File: config.mk
export PLATFORM = sky130hd
export DESIGN_NAME = led_current_integral_regulator_unit
export DESIGN_NICKNAME = d
export VERILOG_FILES = /design/src/rtl/lcir_pkg.sv /design/src/rtl/led_current_integral_regulator_unit.sv
export SDC_FILE = /design/constraint.sdc
export NUM_CORES = 1
export LEC_CHECK = 0
export ABC_AREA = 0
export BUFFER_PORTS_ARGS = -buffer_cell sky130_fd_sc_hd__buf_4
export CAP_MARGIN = 20
export CORE_ASPECT_RATIO = 1.75
export CORE_MARGIN = 8
export CORE_UTILIZATION = 40
export CTS_CLUSTER_SIZE = 16
export DETAILED_ROUTE_END_ITERATION = 10
export PLACE_DENSITY_LB_ADDON = 0.25
export SLEW_MARGIN = 20
export SYNTH_ARGS = -nofsm -noshare
export SYNTH_HDL_FRONTEND = slang
export SYNTH_SLANG_ARGS = --single-unit
File: constraint.sdc
create_clock -name clk_i -period 15 [get_ports clk_i]
set_input_delay 1.5 -clock clk_i [delete_from_list [all_inputs] [get_ports clk_i]]
set_output_delay 1.5 -clock clk_i [all_outputs]
set_load 0.02 [all_outputs]
File: src/rtl/lcir_pkg.sv
package lcir_pkg;

  localparam int unsigned SampleW  = 10;
  localparam int unsigned GainW    = 8;
  localparam int unsigned PhaseW   = 8;
  localparam int unsigned ClampW   = 8;
  localparam int unsigned DutyW    = 8;
  localparam int unsigned LevelW   = 2;
  localparam int unsigned CfgIdxW  = 3;
  localparam int unsigned CfgDataW = 10;
  // signed error times 9-bit gain
  localparam int unsigned ProdW    = 20;

  typedef enum logic [CfgIdxW-1:0] {
    CFG_GAIN          = 3'd0,
    CFG_SP_HIGH       = 3'd1,
    CFG_SP_MID        = 3'd2,
    CFG_SP_LOW        = 3'd3,
    CFG_PULSE_PERIOD  = 3'd4,
    CFG_REG_START     = 3'd5,
    CFG_CLAMP_PULSED  = 3'd6,
    CFG_CLAMP_STEADY  = 3'd7
  } cfg_idx_e;

  localparam logic [GainW-1:0]   GainRst   = 8'd10;
  localparam logic [SampleW-1:0] SpHighRst = 10'd186;
  localparam logic [SampleW-1:0] SpMidRst  = 10'd93;
  localparam logic [SampleW-1:0] SpLowRst  = 10'd47;
  localparam logic [PhaseW-1:0]  PeriodRst = 8'd250;
  localparam logic [PhaseW-1:0]  StartRst  = 8'd230;

  localparam int unsigned ClampPulsedRst    = 200;
  localparam int unsigned ClampSteadyRst    = 186;
  localparam int unsigned IntegralRstFactor = 150;
  localparam int unsigned ClampMax          = 255;

  localparam logic [DutyW-1:0]  DutyFull  = 8'hFF;
  localparam logic [LevelW-1:0] LevelLast = 2'd2;

endpackage

File: src/rtl/led_current_integral_regulator_unit.sv
// LED current regulator: integral controller with clamp, one item per control tick.
// Input channel: current_sample_i, level_button_i, mode_button_i under in_valid_i;
// an item is taken at a clock edge with in_valid_i high and in_stall_o low.
// Output channel: duty_o, level_index_o, run_mode_o under out_valid_o; the item
// leaves at an edge with out_valid_o high and out_stall_i low.
// Configuration: cfg_valid_i with cfg_index_i and cfg_data_i, always ready;
// write only while no item is in flight.
// Throughput is one item per cycle while the receiver does not stall. An accepted
// item passes the input register, the state update (error times gain, accumulate,
// clamp) into the middle register, then the ceiling divide of the integral, done
// as one multiply by a reciprocal, into the output register behind out_valid_o.
// When the receiver stalls, each stage holds its item; in_stall_o rises only
// once all three stages are full and out_stall_i is high.
// Reset (rst_ni low) empties the pipeline, restores the register defaults and
// sets the integral to 150 duty units, level high, pulsed mode, phase zero.
module led_current_integral_regulator_unit #(
  parameter int unsigned HOLD_TICKS = 20,
  parameter int unsigned SCALE      = 465
) (
  input  logic                          clk_i,
  input  logic                          rst_ni,

  input  logic                          in_valid_i,
  output logic                          in_stall_o,
  input  logic [lcir_pkg::SampleW-1:0]  current_sample_i,
  input  logic                          level_button_i,
  input  logic                          mode_button_i,

  output logic                          out_valid_o,
  input  logic                          out_stall_i,
  output logic [lcir_pkg::DutyW-1:0]    duty_o,
  output logic [lcir_pkg::LevelW-1:0]   level_index_o,
  output logic                          run_mode_o,

  input  logic                          cfg_valid_i,
  output logic                          cfg_ready_o,
  input  logic [lcir_pkg::CfgIdxW-1:0]  cfg_index_i,
  input  logic [lcir_pkg::CfgDataW-1:0] cfg_data_i
);

  localparam int unsigned AccW   = $clog2(lcir_pkg::ClampMax * SCALE + 1);
  localparam int unsigned SumW   = ((AccW > lcir_pkg::ProdW) ? AccW : lcir_pkg::ProdW) + 1;
  localparam int unsigned HcntW  = $clog2(HOLD_TICKS + 1);
  localparam int unsigned DivN   = $clog2(256 * SCALE);
  localparam int unsigned DivS   = DivN + $clog2(SCALE);
  localparam int unsigned DivPW  = 2 * DivN + 1;

  localparam logic [DivN:0] Recip =
    (DivN+1)'(((longint'(1) << DivS) + longint'(SCALE) - 1) / longint'(SCALE));
  localparam logic signed [SumW-1:0] ScaleS   = SumW'(SCALE);
  localparam logic [AccW-1:0]        ScaleAcc = AccW'(SCALE);
  localparam logic [AccW-1:0]        AccMax   = AccW'(lcir_pkg::ClampMax * SCALE);
  localparam logic [HcntW-1:0]       HoldCnt  = HcntW'(HOLD_TICKS);

  // configuration
  logic [lcir_pkg::GainW-1:0]   gain_q;
  logic [lcir_pkg::SampleW-1:0] sp_high_q, sp_mid_q, sp_low_q;
  logic [lcir_pkg::PhaseW-1:0]  period_q, start_q;
  logic [AccW-1:0]              lim_pulsed_q, lim_steady_q;
  logic [AccW-1:0]              lim_wr;

  assign cfg_ready_o = 1'b1;
  assign lim_wr      = AccW'(cfg_data_i[lcir_pkg::ClampW-1:0] * SCALE);

  always_ff @(posedge clk_i or negedge rst_ni) begin
    if (!rst_ni) begin
      gain_q       <= lcir_pkg::GainRst;
      sp_high_q    <= lcir_pkg::SpHighRst;
      sp_mid_q     <= lcir_pkg::SpMidRst;
      sp_low_q     <= lcir_pkg::SpLowRst;
      period_q     <= lcir_pkg::PeriodRst;
      start_q      <= lcir_pkg::StartRst;
      lim_pulsed_q <= AccW'(lcir_pkg::ClampPulsedRst * SCALE);
      lim_steady_q <= AccW'(lcir_pkg::ClampSteadyRst * SCALE);
    end else if (cfg_valid_i) begin
      case (lcir_pkg::cfg_idx_e'(cfg_index_i))
        lcir_pkg::CFG_GAIN:         gain_q       <= cfg_data_i[lcir_pkg::GainW-1:0];
        lcir_pkg::CFG_SP_HIGH:      sp_high_q    <= cfg_data_i;
        lcir_pkg::CFG_SP_MID:       sp_mid_q     <= cfg_data_i;
        lcir_pkg::CFG_SP_LOW:       sp_low_q     <= cfg_data_i;
        lcir_pkg::CFG_PULSE_PERIOD: period_q     <= cfg_data_i[lcir_pkg::PhaseW-1:0];
        lcir_pkg::CFG_REG_START:    start_q      <= cfg_data_i[lcir_pkg::PhaseW-1:0];
        lcir_pkg::CFG_CLAMP_PULSED: lim_pulsed_q <= lim_wr;
        lcir_pkg::CFG_CLAMP_STEADY: lim_steady_q <= lim_wr;
        default: ;
      endcase
    end
  end

  // pipeline control
  logic in_vld_q, mid_vld_q, out_vld_q;
  logic s3_free, s2_free, s1_free, s1_move, s2_move;

  assign s3_free    = !out_vld_q || !out_stall_i;
  assign s2_move    = mid_vld_q && s3_free;
  assign s2_free    = !mid_vld_q || s3_free;
  assign s1_move    = in_vld_q && s2_free;
  assign s1_free    = !in_vld_q || s2_free;
  assign in_stall_o = !s1_free;

  always_ff @(posedge clk_i or negedge rst_ni) begin
    if (!rst_ni) begin
      in_vld_q  <= 1'b0;
      mid_vld_q <= 1'b0;
      out_vld_q <= 1'b0;
    end else begin
      if (s1_free) in_vld_q  <= in_valid_i;
      if (s2_free) mid_vld_q <= s1_move;
      if (s3_free) out_vld_q <= s2_move;
    end
  end

  // input register
  logic [lcir_pkg::SampleW-1:0] sample_q;
  logic                         lvl_btn_q, mode_btn_q;

  always_ff @(posedge clk_i) begin
    if (s1_free && in_valid_i) begin
      sample_q   <= current_sample_i;
      lvl_btn_q  <= level_button_i;
      mode_btn_q <= mode_button_i;
    end
  end

  // controller state
  logic [AccW-1:0]               integral_q, integral_d;
  logic [lcir_pkg::LevelW-1:0]   level_q, level_d;
  logic                          mode_q, mode_d;
  logic [HcntW-1:0]              lvl_cnt_q, lvl_cnt_d, mode_cnt_q, mode_cnt_d;
  logic [lcir_pkg::PhaseW-1:0]   phase_q, phase_d;
  logic                          regulate;

  logic [HcntW-1:0]              lvl_inc, mode_inc;
  logic [lcir_pkg::SampleW-1:0]  sp;
  logic signed [lcir_pkg::SampleW:0]    err;
  logic signed [lcir_pkg::ProdW-1:0]    prod;
  logic signed [SumW-1:0]        sum, lo_clip, lim_ext, hi_clip;
  logic [AccW-1:0]               lim_sel;
  logic [lcir_pkg::PhaseW:0]     phase_inc;

  always_comb begin
    lvl_inc    = lvl_cnt_q + HcntW'(1);
    mode_inc   = mode_cnt_q + HcntW'(1);
    lvl_cnt_d  = lvl_cnt_q;
    mode_cnt_d = mode_cnt_q;
    level_d    = level_q;
    mode_d     = mode_q;

    if (lvl_btn_q) begin
      if (lvl_inc == HoldCnt) begin
        lvl_cnt_d = '0;
        level_d   = (level_q >= lcir_pkg::LevelLast) ? '0 : level_q + 2'd1;
      end else begin
        lvl_cnt_d = lvl_inc;
      end
    end
    if (mode_btn_q) begin
      if (mode_inc == HoldCnt) begin
        mode_cnt_d = '0;
        mode_d     = !mode_q;
      end else begin
        mode_cnt_d = mode_inc;
      end
    end

    // steady mode regulates every tick; pulsed mode only inside the window
    phase_inc = {1'b0, phase_q} + 9'd1;
    phase_d   = phase_q;
    regulate  = 1'b0;
    if (mode_d) begin
      regulate = 1'b1;
    end else if (phase_q >= period_q) begin
      phase_d = '0;
    end else begin
      regulate = (phase_q >= start_q);
      phase_d  = (phase_inc >= {1'b0, period_q}) ? '0 : phase_inc[lcir_pkg::PhaseW-1:0];
    end

    case (level_d)
      2'd0:    sp = sp_high_q;
      2'd1:    sp = sp_mid_q;
      default: sp = sp_low_q;
    endcase

    err     = $signed({1'b0, sp}) - $signed({1'b0, sample_q});
    prod    = err * $signed({1'b0, gain_q});
    sum     = $signed({{(SumW-AccW){1'b0}}, integral_q})
              + $signed({{(SumW-lcir_pkg::ProdW){prod[lcir_pkg::ProdW-1]}}, prod});
    lim_sel = mode_d ? lim_steady_q : lim_pulsed_q;
    lim_ext = $signed({{(SumW-AccW){1'b0}}, lim_sel});
    // floor at one duty unit first, then the upper limit
    lo_clip = (sum <= ScaleS) ? ScaleS : sum;
    hi_clip = (lo_clip > lim_ext) ? lim_ext : lo_clip;
    integral_d = regulate ? hi_clip[AccW-1:0] : integral_q;
  end

  always_ff @(posedge clk_i or negedge rst_ni) begin
    if (!rst_ni) begin
      integral_q <= AccW'(lcir_pkg::IntegralRstFactor * SCALE);
      level_q    <= '0;
      mode_q     <= 1'b0;
      lvl_cnt_q  <= '0;
      mode_cnt_q <= '0;
      phase_q    <= '0;
    end else if (s1_move) begin
      integral_q <= integral_d;
      level_q    <= level_d;
      mode_q     <= mode_d;
      lvl_cnt_q  <= lvl_cnt_d;
      mode_cnt_q <= mode_cnt_d;
      phase_q    <= phase_d;
    end
  end

  // middle register
  logic [AccW-1:0]             mid_acc_q;
  logic                        mid_reg_q;
  logic [lcir_pkg::LevelW-1:0] mid_level_q;
  logic                        mid_mode_q;

  always_ff @(posedge clk_i) begin
    if (s1_move) begin
      mid_acc_q   <= integral_d;
      mid_reg_q   <= regulate;
      mid_level_q <= level_d;
      mid_mode_q  <= mode_d;
    end
  end

  // ceiling divide by SCALE through a reciprocal multiply
  logic [DivN-1:0]           div_x;
  logic [DivPW-1:0]          div_p;
  logic [lcir_pkg::DutyW-1:0] up;
  logic [lcir_pkg::DutyW-1:0] duty_d;

  always_comb begin
    div_x  = DivN'(mid_acc_q) + DivN'(SCALE - 1);
    div_p  = {{(DivN+1){1'b0}}, div_x} * {{DivN{1'b0}}, Recip};
    up     = div_p[DivS +: lcir_pkg::DutyW];
    duty_d = mid_reg_q ? (lcir_pkg::DutyFull - up) : lcir_pkg::DutyFull;
  end

  // output register
  logic [lcir_pkg::DutyW-1:0]  duty_q;
  logic [lcir_pkg::LevelW-1:0] out_level_q;
  logic                        out_mode_q;

  always_ff @(posedge clk_i) begin
    if (s2_move) begin
      duty_q      <= duty_d;
      out_level_q <= mid_level_q;
      out_mode_q  <= mid_mode_q;
    end
  end

  assign out_valid_o   = out_vld_q;
  assign duty_o        = duty_q;
  assign level_index_o = out_level_q;
  assign run_mode_o    = out_mode_q;

  // checks
  a_stall_full: assert property (@(posedge clk_i) disable iff (!rst_ni)
    in_stall_o |-> (in_vld_q && mid_vld_q && out_vld_q && out_stall_i))
    else $error("input stalled while the pipeline has room");

  a_move_lands: assert property (@(posedge clk_i) disable iff (!rst_ni)
    s1_move |=> mid_vld_q)
    else $error("item lost between input and middle stage");

  a_integral_range: assert property (@(posedge clk_i) disable iff (!rst_ni)
    integral_q <= AccMax)
    else $error("integral above the largest clamp");

  a_hold_range: assert property (@(posedge clk_i) disable iff (!rst_ni)
    (lvl_cnt_q < HoldCnt) && (mode_cnt_q < HoldCnt) && (level_q <= lcir_pkg::LevelLast))
    else $error("hold counter or level out of range");

  a_floor: assert property (@(posedge clk_i) disable iff (!rst_ni)
    (s1_move && regulate && (lim_sel >= ScaleAcc)) |=> (integral_q >= ScaleAcc))
    else $error("integral below one duty unit after regulation");

endmodule

==> results of run 1 <==
[layer usage]
metal,track usage (%),up-vias,wire (um)
li1,-,6079,-
met1,17.21,6274,16260
met2,33.08,240,24150
met3,2.014,92,970
met4,7.628,0,1838
met5,0,-,0
[cells in the mapped netlist (8+ instances only)]
cell type  count  share of area (%)
a221oi_1      11               0.53
nand2b_1      16               0.55
mux2i_1       29                1.6
and3_1        17               0.58
dfrtp_1       77                 11
xor2_1        27                1.3
ha_1         264                 18
inv_1        291                6.0
fa_1         171                 19
nor2_1        51                1.1
nor3_1        25               0.69
and2_1        52                1.8
clkbuf_1      30               0.62
mux2_2        76                4.7
dfstp_2       52                7.5
nand4_1       13               0.45
a21o_1        19               0.78
o21ai_0       85                2.3
o22ai_1       13               0.45
o21a_1         8               0.33
a21oi_1       57                1.6
nor2b_1       16               0.55
nand3_1       18               0.49
xnor2_1       40                1.9
nand2_1      147                3.0
edfxtp_1      44                7.3
[logic make-up after synthesis]
group | count (synthesis) | share of synthesized area (%)
other | 1 | 0.02060
and+or+nand+nor | 395 | 10.75
DFF | 173 | 25.35
muxes | 105 | 6.296
adders and majority gates | 435 | 36.95
AOI/OAI and AO/OA | 275 | 10.10
buffers and inverters | 336 | 7.066
xor gates and xnor gates | 69 | 3.464
[sequential cells by signal (all words and copies together) (netlist names), 10 cells and up]
signal,count
integral_q,17
lim_pulsed_q,17
lim_steady_q,17
mid_acc_q,17
sample_q,10
sp_high_q,10
sp_low_q,10
sp_mid_q,10
[stage by stage]
stage | utilization, % | hold WS (ns) | worst slack [ns]
floorplan | - | 0.4003 | 3.600
global placement | 42.57 | 0.4134 | 2.080
detailed placement | 42.57 | 0.4065 | 1.740
CTS | 43.93 | 0.4378 | 1.717
global route | 43.94 | 0.4419 | 0.5459
finish | 43.94 | 0.4313 | 1.560
[worst register-to-register path, delay by kind of cell, from the launching register on]
kind	cells	cell delay [ns]
simple gates	10	2.88
xor+xnor	2	0.62
compound gates	21	4.69
buf+inv	4	0.30
fa+ha+maj	10	4.22
flops	1	0.43
[final timing paths]
check | start | end | slack, ns | cells past startpoint
max reg2reg | lvl_cnt_q[0] | mid_acc_q[0] | 1.56 | 47
max | lvl_cnt_q[0] | mid_acc_q[0] | 1.56 | 47
min | mid_level_q[1] | level_index_o[1] | 0.43 | 0
min reg2reg | mid_level_q[1] | level_index_o[1] | 0.43 | 0
min in group asynchronous | rst_ni | sp_low_q[9] | 0.87 | 1
max in group asynchronous | rst_ni | integral_q[0] | 12.35 | 3
[layout make-up]
cell class	count	share of cell area, %
clock inverter	13	0.6838
inverter	294	5.584
tap	577	3.653
sequential	173	23.35
timing repair buffer	53	2.013
multi-input combinational	1280	62.31
clock buffer	19	2.406
==> summary.md, run 1 <==
| Metric | Value |
|---|---|
| Post-DP HPWL | 35,590 um |
| Worst path bufs/invs | 4 |
| Final std cells w/o fill | 2,409 |
| Critical Path Most Common Cell | a21oi_1 |
| Worst-Margin Slew | 0.9576 ns |
| Layout cells sized above 1 | 12.99% |
| Final Slew Violations | 0 |
| Syn avg cell area | 10.18 um^2 |
| Most frequent cells in the layout | inv_1, ha_1, fa_1 |
| Congestion Overflow GR | 0 |
| Synthesized area | 0.01820 mm^2 |
| DRC | 0 |
| Clk pin slew, worst setup/hold paths | 0.07 ns |
| Commonest non-fill, non-tap cell in the layout | inv_1 |
| Relative slew margins | 35.95% |
| Nets | 2,284 |
| RSZ-0062 raised after global routing | false |
| Clk buf depth | 2 |
| Kind of critical path | flop to flop |
| Clk_skew | 0.02499 ns |
| Via count | 12,690 |
| # fillers | 4,286 |
| Gr usage total | 16.89% |
| Largest net degree at the start of global routing | 65 |
| Drt via density | 5.266 |
| Post-Layout Inst Area | 0.01976 mm^2 |
| Cts hold-fix bufs | 0 |
| Dpl cells | 2,377 |
| Req. time, crit path | 15.13 ns |
| Crit share post-route | 89.60% |
| Asr flop ratio synth | 74.57% |
| First-pass GRT wire length | 70,620 um |
| Gates resized, CTS repair | 0 |
| Clock Latency Late Sink | 0.46 ns |
| Seq cells post-synth | 173 |
| Clk sinks | 173 |
| Yosys warns | 0 |
| DIE AREA | 0.05286 mm^2 |
| Netlist cell types | 82 |
| Syn Inst Count | 1,789 |
| Slowest CP cell | nor3_2 |
| Footprint of the multi-input gates | 0.01231 mm^2 |
| Final Routed Wirelength | 43,210 um |
| CTS Root Cell | clkbuf_16 |
| Crit path largest cell delay | 0.76 ns |
| Largest delay contributor family on the critical path | compound AO/OA/AOI/OAI gates |
| Seq/Total Area, Yosys | 25.35% |
| Period minus WS final | 13.44 ns |
| Register area | 0.004614 mm^2 |
| Post-synth top flop | dfrtp_1 |
| Critical Path AT | 13.57 ns |
| Routed len/inst | 17.94 um |
| Die width | 177.3 um |
| TritonCTS Buffers | 17 |
| Core area | 0.04498 mm^2 |
| Upper clock frequency limit | 0.07440 GHz |
| Area growth, synth to finish | 8.564% |
| Final setup fails | 0 |
| H-tree levels | 4 |
| Initial DRC Count | 521 |
| Initial antenna violation count | 0 |
| CP endpoint kind | flop |
| Row count | 103 |
| Starting Density | 40.47% |
| Final ANT Viol Nets | 0 |
| Vias in the first global route | 13,720 |
| Die Ht | 298.2 um |
| Postcts setup bufs | 0 |
| Diodes inserted | 0 |
| Placed Area | 0.01915 mm^2 |
| PortBufs | 42 |
| Final hold violation count | 0 |
| Final GP Congestion | 0.8974 |
| Max Cap Viol | 0 |
| TritonCTS clock tree | yes |
| Setup TNS | 0 ns |
| Drt pass-1 iters | 6 |
| Startpoint Class | flop |
| Outcome | complete, no violations |
| EDFF count, synth | 44 |
| Synthesized netlist net count | 2,254 |
| HP Class | flop to flop |
| Worst Path Max Fanout | 20 |
| I/O pin cnt | 44 |
Power of run 1 is left out: the tool's default activity adds up to more than one toggle a clock period on the data nets, which glitch-free logic cannot reach.
==> run 2: changes to the inputs <==
--- a/config.mk
+++ b/config.mk
@@ -5,7 +5,7 @@
 export SDC_FILE = /design/constraint.sdc
 export NUM_CORES = 1
 export LEC_CHECK = 0
-export ABC_AREA = 0
+export ABC_AREA = 1
 export BUFFER_PORTS_ARGS = -buffer_cell sky130_fd_sc_hd__buf_4
 export CAP_MARGIN = 20
 export CORE_ASPECT_RATIO = 1.75
==> summary.md, run 2 <==
| Metric | Value |
|---|---|
| Synthesized netlist net count | 2,696 (was 2,254) |
| Critical Path Most Common Cell | nand2_1 (was a21oi_1) |
| Syn Inst Count | 2,231 (was 1,789) |
| Syn avg cell area | 8.318 um^2 (was 10.18 um^2) |
| Seq cells post-synth | 173 (unchanged) |
| Gates resized, CTS repair | 0 (unchanged) |
| First-pass GRT wire length | 75,440 um (was 70,620 um) |
| Area growth, synth to finish | 8.017% (was 8.564%) |
| PortBufs | 42 (unchanged) |
| TritonCTS Buffers | 17 (unchanged) |
| Most used standard cell by instance count after synthesis | nand2_1 (was inv_1) |
| Diodes inserted | 0 (unchanged) |
| Nets | 2,724 (was 2,284) |
| Starting Density | 40.40% (was 40.47%) |
| Die width | 178.8 um (was 177.3 um) |
| Largest delay contributor family on the critical path | adder cells (was compound AO/OA/AOI/OAI gates) |
| Cts hold-fix bufs | 0 (unchanged) |
| Worst path bufs/invs | 7 (was 4) |
| Initial DRC Count | 461 (was 521) |
| EDFF count, synth | 44 (unchanged) |
| Crit share post-route | 75.23% (was 89.60%) |
| Setup TNS | 0 ns (unchanged) |
| Kind of critical path | flop to flop (unchanged) |
| Row count | 104 (was 103) |
| CP endpoint kind | flop (unchanged) |
| HP Class | flop to flop (unchanged) |
| Req. time, crit path | 15.21 ns (was 15.13 ns) |
| Commonest cells post-synth | nand2_1, inv_1, ha_1, fa_1, o21ai_0 (was inv_1, ha_1, fa_1, nand2_1, o21ai_0) |
| Congestion Overflow GR | 0 (unchanged) |
| Final Slew Violations | 0 (unchanged) |
| Yosys warns | 0 (unchanged) |
| Final hold violation count | 0 (unchanged) |
| Final setup fails | 0 (unchanged) |
| Asr flop ratio synth | 74.57% (unchanged) |
| Final GP Congestion | 0.8935 (was 0.8974) |
| Synth area leader | fa_1 (unchanged) |
| Drt via density | 5.040 (was 5.266) |
| Postcts setup bufs | 0 (unchanged) |
| DRC | 0 (unchanged) |
| Clk_skew | 0.02151 ns (was 0.02499 ns) |
| Hold_ws | 0.4224 ns (was 0.4313 ns) |
| Final worst-path setup slack | 3.715 ns (was 1.560 ns) |
| Final ANT Viol Nets | 0 (unchanged) |
| Clk buf depth | 2 (unchanged) |
| Most frequent cells in the layout | nand2_1, inv_1, ha_1 (was inv_1, ha_1, fa_1) |
| Routed len/inst | 16.26 um (was 17.94 um) |
| Netlist cell types | 51 (was 82) |
| RSZ-0062 raised after global routing | false (unchanged) |
| Post-synth top area share | 18.45% (was 18.81%) |
| Largest net degree at the start of global routing | 63 (was 65) |
| Outcome | complete, no violations (unchanged) |
| Period minus WS final | 11.28 ns (was 13.44 ns) |
| Core area | 0.04593 mm^2 (was 0.04498 mm^2) |
| Clk pin slew, worst setup/hold paths | 0.07 ns (about the same) |
| Gr usage total | 17.86% (was 16.89%) |
| Via count | 14,390 (was 12,690) |
| Seq/Total Area, Yosys | 24.87% (was 25.35%) |
| Startpoint Class | flop (unchanged) |
| CTS Root Cell | clkbuf_16 (unchanged) |
| Crit path largest cell delay | 0.58 ns (was 0.76 ns) |
| Critical Path AT | 11.49 ns (was 13.57 ns) |
| Clk sinks | 173 (unchanged) |
| Upper clock frequency limit | 0.08862 GHz (was 0.07440 GHz) |
| Initial antenna violation count | 0 (unchanged) |
| Max Cap Viol | 0 (unchanged) |
| I/O pin cnt | 44 (unchanged) |
| DIE AREA | 0.05381 mm^2 (was 0.05286 mm^2) |
| Post-DP HPWL | 39,210 um (was 35,590 um) |
| Relative slew margins | 29.43% (was 35.95%) |
| Vias in the first global route | 15,140 (was 13,720) |
| Drt pass-1 iters | 5 (was 6) |
| Post-synth top flop | dfrtp_1 (unchanged) |
| Layout cells sized above 1 | 8.891% (was 12.99%) |
| Clock Latency Late Sink | 0.46 ns (about the same) |
| Worst Path Max Fanout | 17 (was 20) |
| Synthesized area | 0.01856 mm^2 (was 0.01820 mm^2) |
| Worst-Margin Slew | 1.055 ns (was 0.9576 ns) |
| Commonest non-fill, non-tap cell in the layout | nand2_1 (was inv_1) |
| Die Ht | 300.9 um (was 298.2 um) |
| TritonCTS clock tree | yes (unchanged) |
| Final Routed Wirelength | 46,420 um (was 43,210 um) |
| Slowest CP cell | fa_1 (was nor3_2) |
| H-tree levels | 4 (unchanged) |
| Dpl ws | 3.768 ns (was 1.740 ns) |
| Synth top area cells | fa_1, ha_1, dfrtp_1, nand2_1, inv_1 (was fa_1, ha_1, dfrtp_1, dfstp_2, edfxtp_1) |
==> run 2: cell count changes after synthesis, sizes merged, moves of 17 or more <==
| cell | previous run | this run |
|---|---|---|
| a21oi | 59 | 97 |
| and2 | 52 | 1 |
| and3 | 17 | 0 |
| inv | 293 | 449 |
| mux2 | 76 | 0 |
| mux2i | 29 | 0 |
| nand2 | 147 | 534 |
| nand3 | 18 | 77 |
| nor2 | 51 | 131 |
| o21ai | 88 | 142 |
| xnor2 | 41 | 10 |
==> run 2: area by class of cell <==
| cell class | count | area [um^2] |
|---|---|---|
| Fill cell | 4616 | 25890 |
| Timing Repair Buffer | 48 | 360.3 |
| Clock inverter | 15 | 167.7 |
| Clock buffer | 17 | 425.4 |
| Multi-Input combinational cell | 1566 | 12050 |
| Sequential cell | 173 | 4614 |
| Tap cell | 583 | 729.5 |
| Inverter | 453 | 1700 |
==> run 2: kinds of logic (layout without fill, tap and decap cells) <==
logic type	after synthesis	count (layout)	share of synthesized area, %
other	1	1	0.02021
DFF	173	173	24.87
and+or+nand+nor	813	813	18.62
xor gates and xnor gates	38	38	1.794
AOI/OAI and AO/OA	279	279	8.132
adders and majority gates	435	435	36.25
buffers and inverters	492	533	10.32
==> run 2: metrics by stage <==
step | instance area, um^2 | std cells | utilization (%)
5_1_grt | 20040 | 2855 | 43.64
4_1_cts | 20030 | 2855 | 43.61
3_3_place_gp | 19440 | 2823 | 42.32
3_5_place_dp | 19440 | 2823 | 42.32
6_report | 20040 | 2855 | 43.64
2_1_floorplan | 18560 | 2231 | -
==> run 2: layer usage <==
metal  share of wire [%]  global-route usage [%]  up-vias
li1                    -                       -     7066
met1                  35                   17.35     6931
met2                  55                   34.34      270
met3                 2.3                   1.908      121
met4                 7.0                   11.89        0
met5                   0                       0        -
==> run 2: final timing paths <==
check	start	endpoint	slack, ns	cells past startpoint
worst max register to register	lvl_cnt_q[0]	mid_acc_q[7]	3.72	57
max in group asynchronous	rst_ni	lim_steady_q[2]	12.34	3
worst max-delay path	lvl_cnt_q[0]	mid_acc_q[7]	3.72	57
worst min-delay path	mid_mode_q	run_mode_o	0.42	0
worst min register to register	mid_mode_q	run_mode_o	0.42	0
min in group asynchronous	rst_ni	sp_mid_q[8]	0.88	1
Power of run 2 is left out for the same reason.
==> run 3: changes to the inputs <==
==> constraint.sdc (replaced) <==
create_clock -name clk_i -period 10.5 [get_ports clk_i]
set_input_delay 1.05 -clock clk_i [delete_from_list [all_inputs] [get_ports clk_i]]
set_output_delay 1.05 -clock clk_i [all_outputs]
set_load 0.02 [all_outputs]
==> summary.md, run 3 (synthesis gave the netlist of run 2 again) <==
| Metric | Value |
|---|---|
| Outcome | complete, no violations (unchanged) |
| CP endpoint kind | flop (unchanged) |
| Diodes inserted | 0 (unchanged) |
| Worst Path Max Fanout | 8 (was 17) |
| Gr usage total | 18.03% (was 17.86%) |
| Starting Density | 40.40% (unchanged) |
| Max Cap Viol | 0 (unchanged) |
| Setup TNS | 0 ns (unchanged) |
| Layout cells sized above 1 | 12.80% (was 8.891%) |
| Crit share post-route | 94.96% (was 75.23%) |
| Kind of critical path | flop to flop (unchanged) |
| Post-DP HPWL | 39,630 um (was 39,210 um) |
| Req. time, crit path | 10.70 ns (was 15.21 ns) |
| Clk pin slew, worst setup/hold paths | 0.07 ns (about the same) |
| Period minus WS final | 9.971 ns (was 11.28 ns) |
| Largest net degree at the start of global routing | 67 (was 63) |
| Die width | 178.8 um (unchanged) |
| Critical Path Most Common Cell | nand2_1 (unchanged) |
| Footprint of the multi-input gates | 0.01248 mm^2 (was 0.01205 mm^2) |
| Clk_skew | 0.01505 ns (was 0.02151 ns) |
| TritonCTS Buffers | 17 (unchanged) |
| Clock Latency Late Sink | 0.45 ns (was 0.46 ns) |
| TritonCTS clock tree | yes (unchanged) |
| DIE AREA | 0.05381 mm^2 (unchanged) |
| Clk buf depth | 2 (unchanged) |
| Initial DRC Count | 636 (was 461) |
| Upper clock frequency limit | 0.1003 GHz (was 0.08862 GHz) |
| PortBufs | 42 (unchanged) |
| Crit path largest cell delay | 0.57 ns (was 0.58 ns) |
| Final hold violation count | 0 (unchanged) |
| Slowest CP cell | fa_1 (unchanged) |
| Drt pass-1 iters | 6 (was 5) |
| Commonest non-fill, non-tap cell in the layout | nand2_1 (unchanged) |
| CTS Root Cell | clkbuf_16 (unchanged) |
| Final Slew Violations | 0 (unchanged) |
| Vias in the first global route | 15,310 (was 15,140) |
| Core area | 0.04593 mm^2 (unchanged) |
| Drt via density | 5.034 (was 5.040) |
| Final ANT Viol Nets | 0 (unchanged) |
| Area growth, synth to finish | 11.35% (was 8.017%) |
| I/O pin cnt | 44 (unchanged) |
| H-tree levels | 4 (unchanged) |
| Critical Path AT | 10.17 ns (was 11.49 ns) |
| Cts hold-fix bufs | 0 (unchanged) |
| HP Class | flop to flop (unchanged) |
| Final GP Congestion | 0.9094 (was 0.8935) |
| Initial antenna violation count | 0 (unchanged) |
| Die Ht | 300.9 um (unchanged) |
| Row count | 104 (unchanged) |
| Via count | 14,500 (was 14,390) |
| Register area | 0.004614 mm^2 (unchanged) |
| Nets | 2,749 (was 2,724) |
| Clk sinks | 173 (unchanged) |
| Routed len/inst | 16.59 um (was 16.26 um) |
| Final setup fails | 0 (unchanged) |
| Worst-Margin Slew | 1.027 ns (was 1.055 ns) |
| First-pass GRT wire length | 76,270 um (was 75,440 um) |
| Final Routed Wirelength | 47,770 um (was 46,420 um) |
| Most frequent cells in the layout | nand2_1, inv_1, ha_1 (unchanged) |
| DRC | 0 (unchanged) |
| Congestion Overflow GR | 0 (unchanged) |
| # fillers | 4,554 (was 4,616) |
| Relative slew margins | 31.40% (was 29.43%) |
| Startpoint Class | flop (unchanged) |
==> run 3: changes by cell type in the layout (fill, tap and decap cells not counted), moves of 8 or more <==
cell / delta
buf_4: +22
ha_1: -17
ha_4: +13
nand2_1: -8
nor2_1: -13
nor2_4: +8
==> run 3: final timing paths <==
kind,start,cells past startpoint,end,slack [ns]
min,mid_mode_q,0,run_mode_o,0.42
max in group asynchronous,rst_ni,2,integral_q[14],8.42
min reg2reg,mid_mode_q,0,run_mode_o,0.42
min in group asynchronous,rst_ni,1,lvl_cnt_q[4],0.70
max reg2reg,lvl_cnt_q[1],57,mid_acc_q[9],0.53
max,lvl_cnt_q[1],57,mid_acc_q[9],0.53
==> run 3: through the flow <==
step / utilization [%] / hold slack [ns] / setup slack, ns / cell area (um^2) / std cells
after floorplan: - / 0.4003 / 0.9598 / 18560 / 2231
after global placement: 42.48 / 0.4056 / -0.1178 / 19510 / 2833
after detailed placement: 42.48 / 0.4072 / -0.3087 / 19510 / 2833
after CTS: 43.87 / 0.4293 / 0.02200 / 20150 / 2869
after global routing: 44.98 / 0.4382 / -0.06796 / 20660 / 2880
final: 44.98 / 0.4241 / 0.5293 / 20660 / 2880
==> run 3: final cells by class <==
cell class / instances / share of cell area (%)
multi-input combinational: 1567 / 60.41
sequential: 173 / 22.33
inverter: 453 / 8.229
tap: 583 / 3.530
timing repair buffer: 72 / 2.652
clock buffer: 18 / 2.180
clock inverter: 14 / 0.6661
==> run 3: timing repair <==
action / 4_1_cts / 5_1_grt
pin swaps: 0 / 28
endpoints found under the setup margin: 34 / 34
gates resized for setup: 5 / 94
cloned: 0 / 1
setup buffers: 4 / 10
==> run 3: worst max-delay path, delay by kind of cell (launching register included) <==
kind                       cells  cell delay [ns]
adders and majority gates     10             3.86
DFF                            1             0.38
xor gates and xnor gates       1             0.19
buffers and inverters          9             0.96
AOI/OAI and AO/OA              9             1.55
and+or+nand+nor               28             2.76
==> run 3: layer usage <==
| metal | global-route usage, % | vias up | wire, um |
|---|---|---|---|
| met1 | 17.04 | 6984 | 16410 |
| met2 | 36.00 | 271 | 27660 |
| met5 | 0 | - | 0 |
| met3 | 2.021 | 106 | 1151 |
| met4 | 10.09 | 0 | 2548 |
| li1 | - | 7137 | - |
Power of run 3 is left out for the same reason.
